<file path="config.mk">
export PLATFORM = sky130hd
export DESIGN_NAME = packed_nibble_unpacker
export DESIGN_NICKNAME = d
export VERILOG_FILES = /design/src/rtl/pnu_pkg.sv /design/src/rtl/pnu_unpack.sv /design/src/rtl/pnu_result_fifo.sv /design/src/rtl/packed_nibble_unpacker.sv
export SDC_FILE = /design/constraint.sdc
export NUM_CORES = 1
export LEC_CHECK = 0
export ABC_CLOCK_PERIOD_IN_PS = 5500
export BUFFER_PORTS_ARGS = -buffer_cell sky130_fd_sc_hd__buf_2
export CAP_MARGIN = 10
export CORE_ASPECT_RATIO = 0.9
export CORE_UTILIZATION = 55
export CTS_CLUSTER_SIZE = 40
export DETAILED_ROUTE_END_ITERATION = 12
export PLACE_DENSITY = 0.82
export SYNTH_ARGS = -nofsm -noshare
export SYNTH_HDL_FRONTEND = slang
export SYNTH_SLANG_ARGS = --single-unit
</file>
<file path="constraint.sdc">
create_clock -name clk -period 5.5 [get_ports clk]
set_input_delay 1.1 -clock clk [delete_from_list [all_inputs] [get_ports clk]]
set_output_delay 1.1 -clock clk [all_outputs]
set_load 0.02 [all_outputs]
</file>
<file path="src/rtl/pnu_pkg.sv">
// Package for the packed nibble unpacker.
// Holds the field widths, code constants and the result and push types.
// Used by pnu_unpack, pnu_result_fifo and packed_nibble_unpacker.
package pnu_pkg;

	localparam int unsigned DIGIT_W    = 10;
	localparam int unsigned MAX_DIGITS = 1023;
	localparam int unsigned CHAR_W     = 7;

	typedef enum logic [1:0] {
		FMT_BCD_RIGHT = 2'd0,
		FMT_BCD_LEFT  = 2'd1,
		FMT_HEX_RIGHT = 2'd2,
		FMT_HEX_ALT   = 2'd3
	} format_t;

	typedef enum logic [1:0] {
		ST_OK        = 2'd0,
		ST_NOT_DIGIT = 2'd1,
		ST_BAD_PAD   = 2'd2
	} status_t;

	typedef struct packed {
		logic [7:0]         packed_byte;
		logic [DIGIT_W-1:0] digit_count;
		logic [1:0]         format;
		logic               first_byte;
	} item_t;

	typedef struct packed {
		logic [CHAR_W-1:0] char_code;
		status_t           status;
		logic              last;
	} result_t;

	typedef struct packed {
		logic [1:0] cnt;
		result_t    r0;
		result_t    r1;
	} push_t;

endpackage

</file>
<file path="src/rtl/pnu_unpack.sv">
// Per-byte unpack logic and field state for the packed nibble unpacker.
// Turns one registered byte into zero, one or two results combinationally.
// Depends on pnu_pkg.
module pnu_unpack #(
	parameter int unsigned MaxDigits = pnu_pkg::MAX_DIGITS
) (
	input  logic            clk,
	input  logic            arst_n,
	input  logic            sep_en,
	input  logic            item_valid,
	input  pnu_pkg::item_t  item,
	output pnu_pkg::push_t  push
);
	import pnu_pkg::*;

	localparam logic [DIGIT_W-1:0] DIGIT_CAP =
		(MaxDigits >= (2**DIGIT_W - 1)) ? {DIGIT_W{1'b1}} : DIGIT_W'(MaxDigits);
	localparam logic [3:0]        NIB_SEP   = 4'hD;
	localparam logic [3:0]        NIB_NINE  = 4'd9;
	localparam logic [CHAR_W-1:0] CHAR_ZERO = 7'h30;
	localparam logic [CHAR_W-1:0] CHAR_HEXA = 7'h41;
	localparam logic [CHAR_W-1:0] CHAR_SEP  = 7'h5E;
	localparam logic [DIGIT_W-1:0] SEP_LOW  = DIGIT_W'(17);
	localparam logic [DIGIT_W-1:0] SEP_HIGH = DIGIT_W'(38);

	logic [DIGIT_W-1:0] byte_idx_q;
	logic               sep_seen_q;
	logic               failed_q;

	logic [DIGIT_W-1:0] idx, n, bytes, idx_nxt;
	logic [DIGIT_W:0]   n_plus;
	logic               seen, failed, past, odd, hex, left, is_last, sep_window;
	logic [3:0]         hi, lo;
	logic               pad_hi, pad_lo, hi_sep, lo_sep;
	logic               hi_emit, hi_fail, lo_emit, lo_fail;
	result_t            hi_res, lo_res;
	logic               seen_nxt, failed_nxt;

	function automatic logic [CHAR_W-1:0] nib_char(input logic [3:0] t, input logic is_hex,
		input logic is_sep);
		logic [CHAR_W-1:0] c;
		if (is_sep) begin
			c = CHAR_SEP;
		end else if (is_hex && t > NIB_NINE) begin
			c = CHAR_HEXA + {3'b000, t} - 7'd10;
		end else begin
			c = CHAR_ZERO + {3'b000, t};
		end
		return c;
	endfunction

	function automatic result_t make_res(input logic [CHAR_W-1:0] c, input status_t s,
		input logic l);
		result_t r;
		r.char_code = c;
		r.status    = s;
		r.last      = l;
		return r;
	endfunction

	always_comb begin
		idx    = item.first_byte ? '0 : byte_idx_q;
		seen   = item.first_byte ? 1'b0 : sep_seen_q;
		failed = item.first_byte ? 1'b0 : failed_q;

		n       = (item.digit_count > DIGIT_CAP) ? DIGIT_CAP : item.digit_count;
		n_plus  = {1'b0, n} + {{DIGIT_W{1'b0}}, 1'b1};
		bytes   = n_plus[DIGIT_W:1];
		past    = idx >= bytes;
		odd     = n[0];
		hex     = item.format[1];
		left    = format_t'(item.format) == FMT_BCD_LEFT;
		is_last = idx == (bytes - {{(DIGIT_W-1){1'b0}}, 1'b1});
		sep_window = sep_en && !hex && (n > SEP_LOW) && (n < SEP_HIGH);

		hi = item.packed_byte[7:4];
		lo = item.packed_byte[3:0];

		pad_hi  = !left && odd && (idx == '0);
		hi_sep  = !pad_hi && sep_window && !seen && (hi == NIB_SEP);
		hi_emit = 1'b0;
		hi_fail = 1'b0;
		hi_res  = make_res('0, ST_OK, 1'b0);
		if (pad_hi) begin
			if (hi != 4'd0) begin
				hi_fail = 1'b1;
				hi_res  = make_res('0, ST_BAD_PAD, 1'b1);
			end
		end else if (!hex && !hi_sep && hi > NIB_NINE) begin
			hi_fail = 1'b1;
			hi_res  = make_res('0, ST_NOT_DIGIT, 1'b1);
		end else begin
			hi_emit = 1'b1;
			hi_res  = make_res(nib_char(hi, hex, hi_sep), ST_OK, is_last && left && odd);
		end

		pad_lo  = left && odd && is_last;
		lo_sep  = !pad_lo && sep_window && !(seen || hi_sep) && (lo == NIB_SEP);
		lo_emit = 1'b0;
		lo_fail = 1'b0;
		lo_res  = make_res('0, ST_OK, 1'b0);
		if (pad_lo) begin
			if (lo != 4'd0) begin
				lo_fail = 1'b1;
				lo_emit = 1'b1;
				lo_res  = make_res('0, ST_BAD_PAD, 1'b1);
			end
		end else if (!hex && !lo_sep && lo > NIB_NINE) begin
			lo_fail = 1'b1;
			lo_emit = 1'b1;
			lo_res  = make_res('0, ST_NOT_DIGIT, 1'b1);
		end else begin
			lo_emit = 1'b1;
			lo_res  = make_res(nib_char(lo, hex, lo_sep), ST_OK, is_last);
		end

		push       = '0;
		idx_nxt    = idx;
		seen_nxt   = seen;
		failed_nxt = failed;
		if (item_valid && !failed && !past) begin
			if (hi_fail) begin
				push.cnt   = 2'd1;
				push.r0    = hi_res;
				failed_nxt = 1'b1;
			end else begin
				push.cnt   = {1'b0, hi_emit} + {1'b0, lo_emit};
				push.r0    = hi_emit ? hi_res : lo_res;
				push.r1    = lo_res;
				seen_nxt   = seen || hi_sep || lo_sep;
				failed_nxt = lo_fail;
				if (!lo_fail) begin
					idx_nxt = idx + {{(DIGIT_W-1){1'b0}}, 1'b1};
				end
			end
		end
	end

	always_ff @(posedge clk or negedge arst_n) begin
		if (!arst_n) begin
			byte_idx_q <= '0;
			sep_seen_q <= 1'b0;
			failed_q   <= 1'b0;
		end else if (item_valid) begin
			byte_idx_q <= idx_nxt;
			sep_seen_q <= seen_nxt;
			failed_q   <= failed_nxt;
		end
	end

endmodule

</file>
<file path="src/rtl/pnu_result_fifo.sv">
// Four-entry result queue for the packed nibble unpacker.
// Takes up to two results per cycle and hands out one per transaction.
// Depends on pnu_pkg.
module pnu_result_fifo (
	input  logic             clk,
	input  logic             arst_n,
	input  pnu_pkg::push_t   push,
	input  logic             pop,
	output logic             has_room,
	output logic             not_empty,
	output pnu_pkg::result_t head
);
	import pnu_pkg::*;

	localparam int unsigned DEPTH = 4;
	localparam int unsigned PTR_W = $clog2(DEPTH);

	result_t            mem_q [DEPTH];
	logic [PTR_W-1:0]   wr_ptr_q, rd_ptr_q;
	logic [PTR_W:0]     count_q;
	logic [PTR_W-1:0]   wr_ptr_p1;
	logic               do_pop;

	assign wr_ptr_p1 = wr_ptr_q + {{(PTR_W-1){1'b0}}, 1'b1};
	assign not_empty = count_q != '0;
	assign has_room  = count_q <= (PTR_W+1)'(DEPTH - 2);
	assign head      = mem_q[rd_ptr_q];
	assign do_pop    = pop && not_empty;

	always_ff @(posedge clk) begin
		if (push.cnt != 2'd0) begin
			mem_q[wr_ptr_q] <= push.r0;
		end
		if (push.cnt == 2'd2) begin
			mem_q[wr_ptr_p1] <= push.r1;
		end
	end

	always_ff @(posedge clk or negedge arst_n) begin
		if (!arst_n) begin
			wr_ptr_q <= '0;
			rd_ptr_q <= '0;
			count_q  <= '0;
		end else begin
			wr_ptr_q <= wr_ptr_q + PTR_W'(push.cnt);
			if (do_pop) begin
				rd_ptr_q <= rd_ptr_q + {{(PTR_W-1){1'b0}}, 1'b1};
			end
			count_q <= count_q + (PTR_W+1)'(push.cnt) - {{PTR_W{1'b0}}, do_pop};
		end
	end

endmodule

</file>
<file path="src/rtl/packed_nibble_unpacker.sv">
// Packed nibble unpacker: one packed byte in, up to two ASCII results out.
// An input byte is registered in the input stage, unpacked into the result queue and shown from its head.
// The sustained byte rate is limited by the single-result output port.
// A byte is taken in any cycle while the input stage is empty or the result queue has room for two entries.
// Reset clears the field state and the queue and sets separator_enable to one.
module packed_nibble_unpacker #(
	parameter int unsigned MaxDigits = pnu_pkg::MAX_DIGITS
) (
	input  logic                         clk,
	input  logic                         arst_n,
	input  logic                         cfg_wr_en,
	input  logic                         cfg_wr_data,
	input  logic                         in_valid,
	output logic                         in_stall,
	input  logic [7:0]                   packed_byte,
	input  logic [pnu_pkg::DIGIT_W-1:0]  digit_count,
	input  logic [1:0]                   format,
	input  logic                         first_byte,
	output logic                         out_valid,
	input  logic                         out_stall,
	output logic [pnu_pkg::CHAR_W-1:0]   char_code,
	output logic [1:0]                   status,
	output logic                         last
);
	import pnu_pkg::*;

	logic    sep_en_q;
	logic    valid_s1;
	item_t   item_s1;
	logic    has_room;
	logic    advance;
	push_t   push;
	result_t head;

	assign advance  = valid_s1 && has_room;
	assign in_stall = valid_s1 && !has_room;

	always_ff @(posedge clk or negedge arst_n) begin
		if (!arst_n) begin
			sep_en_q <= 1'b1;
			valid_s1 <= 1'b0;
		end else begin
			if (cfg_wr_en) begin
				sep_en_q <= cfg_wr_data;
			end
			if (in_valid && !in_stall) begin
				valid_s1 <= 1'b1;
			end else if (advance) begin
				valid_s1 <= 1'b0;
			end
		end
	end

	always_ff @(posedge clk) begin
		if (in_valid && !in_stall) begin
			item_s1.packed_byte <= packed_byte;
			item_s1.digit_count <= digit_count;
			item_s1.format      <= format;
			item_s1.first_byte  <= first_byte;
		end
	end

	pnu_unpack #(
		.MaxDigits(MaxDigits)
	) u_unpack (
		.clk       (clk),
		.arst_n    (arst_n),
		.sep_en    (sep_en_q),
		.item_valid(advance),
		.item      (item_s1),
		.push      (push)
	);

	pnu_result_fifo u_fifo (
		.clk      (clk),
		.arst_n   (arst_n),
		.push     (push),
		.pop      (!out_stall),
		.has_room (has_room),
		.not_empty(out_valid),
		.head     (head)
	);

	assign char_code = head.char_code;
	assign status    = head.status;
	assign last      = head.last;

endmodule

</file>
==> metrics.txt <==
Final Hold Viols=0; worst-path maximum fanout=10; Seq/Total Area, Yosys=42.43%; critical path type=flip-flop to flip-flop; Place WS=0.07011 ns; DRT Pass-1 Iters=5; Yosys warning count=0; Leak Pwr=2.300 nW; XOR/XNOR share of the synthesized area=6.144%; mapped cell area=5559 µm²; Vias=4525; # clock sinks=82; Hold Buf Count CTS=0; CP Data Required Time=5.74 ns; Post-synth EDFFs=61; startpoint types=flip-flop; layout cells sized above 1=16.42%; Post-Syn Instances=558; hold slack=0.5004 ns; chip width=108.0 µm; outcome=finished, final reports clean; fin crit share=94.86%; Die Footprint=10510 µm²; top post-synthesis cells by area=edfxtp_1 (33%), dfrtp_1 (9.0%), ha_1 (5.9%); Distinct cells, synth=65; max-slew violations=0; Worst-Margin Slew=1.057 ns; CTS tree=yes; fin util=62.03%; Yosys top cell area share=32.95%; clk_skew=0.01794 ns; fin crit period=5.217 ns; Final Wtd Congestion=0.9332; DRC viols=0; Synth Area in Compound Gates=13.32%; Crit path top cell by count=ha_1; largest family of logic cells by synthesized area=simple AND/OR/NAND/NOR gates; slowest stage delay, CP=0.54 ns; Max Buffers Root-to-Sink=2; syn avg cell area=9.963 µm²; VDD IR max=233.6 µV; final WL=13.17 mm; initial core utilization=57.06%; worst skew pair latency=0.36 ns; Port Buf Inserts=38; H-tree depth=3; unrepaired setup endpoints after global routing=false; vias in the first global route=4339; register clock-pin slew on the reported worst setup and hold paths=0.10 ns; GR Overflow Total=0; Core Area=9742 µm²; Worst setup EP type=flip-flop; Max Clk Rate=191.7 MHz; antenna-violating nets left=0; flops & latches, synth=82; min-delay worst type=flip-flop to flip-flop; Num CTS Buffers=9; routed length per instance=18.21 µm; fin worst setup slack=0.2826 ns; max_cap viols=0; Synth Area in Simple Gates=20.44%; All-Layer GR Usage=26.87%; slowest stage cell, crit path=edfxtp_1; Ports=39; Synth async-reset ratio=25.61%; Die H=97.38 µm; Clock Root Buffer=clkbuf_8; routed vias/inst=6.259; hpwl dp=9.950 mm; initial antenna violation count=0; Primary FF master, synth=edfxtp_1; filler instances=742; Area after DPL=5831 µm²; crit path cell chain=ha_1 -> nand4_1 -> buf_4 -> or3_1 -> xnor2_1 -> a211oi_1 -> nor4b_1 -> nand3_1 -> a211oi_1 -> nand3_1 -> ha_1 -> o21ai_0 -> ha_1 -> inv_1 -> ha_1 -> inv_1 -> fa_1 -> xor2_1 -> xnor2_1; Slew HR=27.69%; mux contribution to synthesized area=6.977%; Synth area leader=edfxtp_1; Synth Area in Adders=6.212%; global-route wire length before repair=21.74 mm; total negative setup slack=0 ns; crit path DAT=5.46 ns; antenna cell count=0; Area Overhead vs Synth=8.710%; num rows=34; DRT iter0 DRCs=428; pin count of the biggest net entering global routing=22; cell area power density=444.4 nW/µm²; final instance area=6043 µm²; Setup violations, final=0; final layout net count=646; syn_nets=612
## worst paths after layout
kind	startpoint	to	slack (ns)	depth (start not counted)
max in group asynchronous	arst_n	sep_en_q$_DFFE_PN1P_	4.42	1
worst min register to register	u_unpack.sep_seen_q$_DFFE_PN0P_	u_unpack.sep_seen_q$_DFFE_PN0P_	0.50	2
worst max register to register	item_s1[4]$_DFFE_PP_	u_fifo.count_q[2]$_DFF_PN0_	0.28	19
worst min-delay path	u_unpack.sep_seen_q$_DFFE_PN0P_	u_unpack.sep_seen_q$_DFFE_PN0P_	0.50	2
min in group asynchronous	arst_n	u_unpack.byte_idx_q[2]$_DFFE_PN0P_	0.69	1
worst max-delay path	item_s1[4]$_DFFE_PP_	u_fifo.count_q[2]$_DFF_PN0_	0.28	19
## where the power goes
group	internal, mW	switching [mW]	total (mW)
clock	0.209	0.226	0.435
combinational	0.476	0.744	1.22
sequential	0.868	0.163	1.03
total	1.55	1.13	2.69
## worst max-delay path, delay by kind of cell, from the launching register on
family | cells | cell delay [ns]
flops | 1 | 0.54
compound gates | 3 | 0.82
fa+ha+maj | 5 | 1.62
buf+inv | 3 | 0.30
xor+xnor | 3 | 0.54
simple gates | 5 | 1.28
## layout make-up
type / instances / area [µm²] / area share [%]
Timing Repair Buffer: 50 / 280.3 / 4.638
Sequential cell: 82 / 2359 / 39.03
Clock buffer: 9 / 123.9 / 2.050
Inverter: 26 / 97.59 / 1.615
Multi-Input combinational cell: 423 / 2957 / 48.92
Tap cell: 126 / 157.7 / 2.609
Clock inverter: 7 / 68.82 / 1.139
## cells in the mapped netlist (all sizes together), types with 3 or more instances
| cell type | instances |
|---|---|
| a2111oi | 3 |
| a211o | 3 |
| a211oi | 14 |
| a21o | 4 |
| a21oi | 29 |
| a31oi | 6 |
| and2 | 5 |
| and3 | 6 |
| and4 | 3 |
| buf | 14 |
| clkbuf | 13 |
| dfrtp | 20 |
| edfxtp | 61 |
| ha | 26 |
| inv | 25 |
| mux2 | 7 |
| mux2i | 8 |
| mux4 | 10 |
| nand2 | 71 |
| nand2b | 8 |
| nand3 | 22 |
| nand4 | 10 |
| nand4b | 3 |
| nor2 | 39 |
| nor2b | 9 |
| nor3 | 15 |
| nor4 | 13 |
| nor4b | 3 |
| o211ai | 4 |
| o21ai | 38 |
| o31ai | 3 |
| or2 | 3 |
| or3 | 3 |
| or4 | 4 |
| xnor2 | 26 |
| xor2 | 5 |
## routing by layer
metal | GRT usage, % | part of all wire, %
met1 | 38.01 | 42
met5 | 0 | 0
met2 | 40.27 | 45
met3 | 6.372 | 11
met4 | 9.484 | 1.9
## timing repair
item                       CTS  global route
setup buffers                0             2
resized for setup            0             1
setup endpoints to repair    0            41
## stage by stage
step	std cells	total power, mW
after floorplan	558	1.908
after global placement	705	2.189
after detailed placement	705	2.237
after CTS	721	2.668
after global routing	723	2.855
final	723	2.686
## layout by cell type, fill, tap and decap left out, drive strengths merged, types with 22 or more instances in the layout
cell type / synthesis / layout
inv: 25 / 26
nand2: 71 / 71
ha: 26 / 26
edfxtp: 61 / 61
a21oi: 29 / 29
buf: 14 / 50
o21ai: 38 / 38
xnor2: 26 / 26
nand3: 22 / 22
nor2: 39 / 39
## cell families after synthesis
group,after synthesis
DFF,82
muxes,25
xor gates and xnor gates,34
AOI/OAI and AO/OA,117
buffers and inverters,53
adders and majority gates,27
and+or+nand+nor,220
## state kept, by name, indices dropped and copies added, names as in the netlist
name and flops:
u_fifo.wr_ptr_q 2, u_fifo.mem_q 40, valid_s1 1, u_unpack.failed_q 1, u_fifo.count_q 3, u_fifo.rd_ptr_q 2
u_unpack.byte_idx_q 10, sep_en_q 1, item_s1 21, u_unpack.sep_seen_q 1
Power figures use the tool's default switching activity.
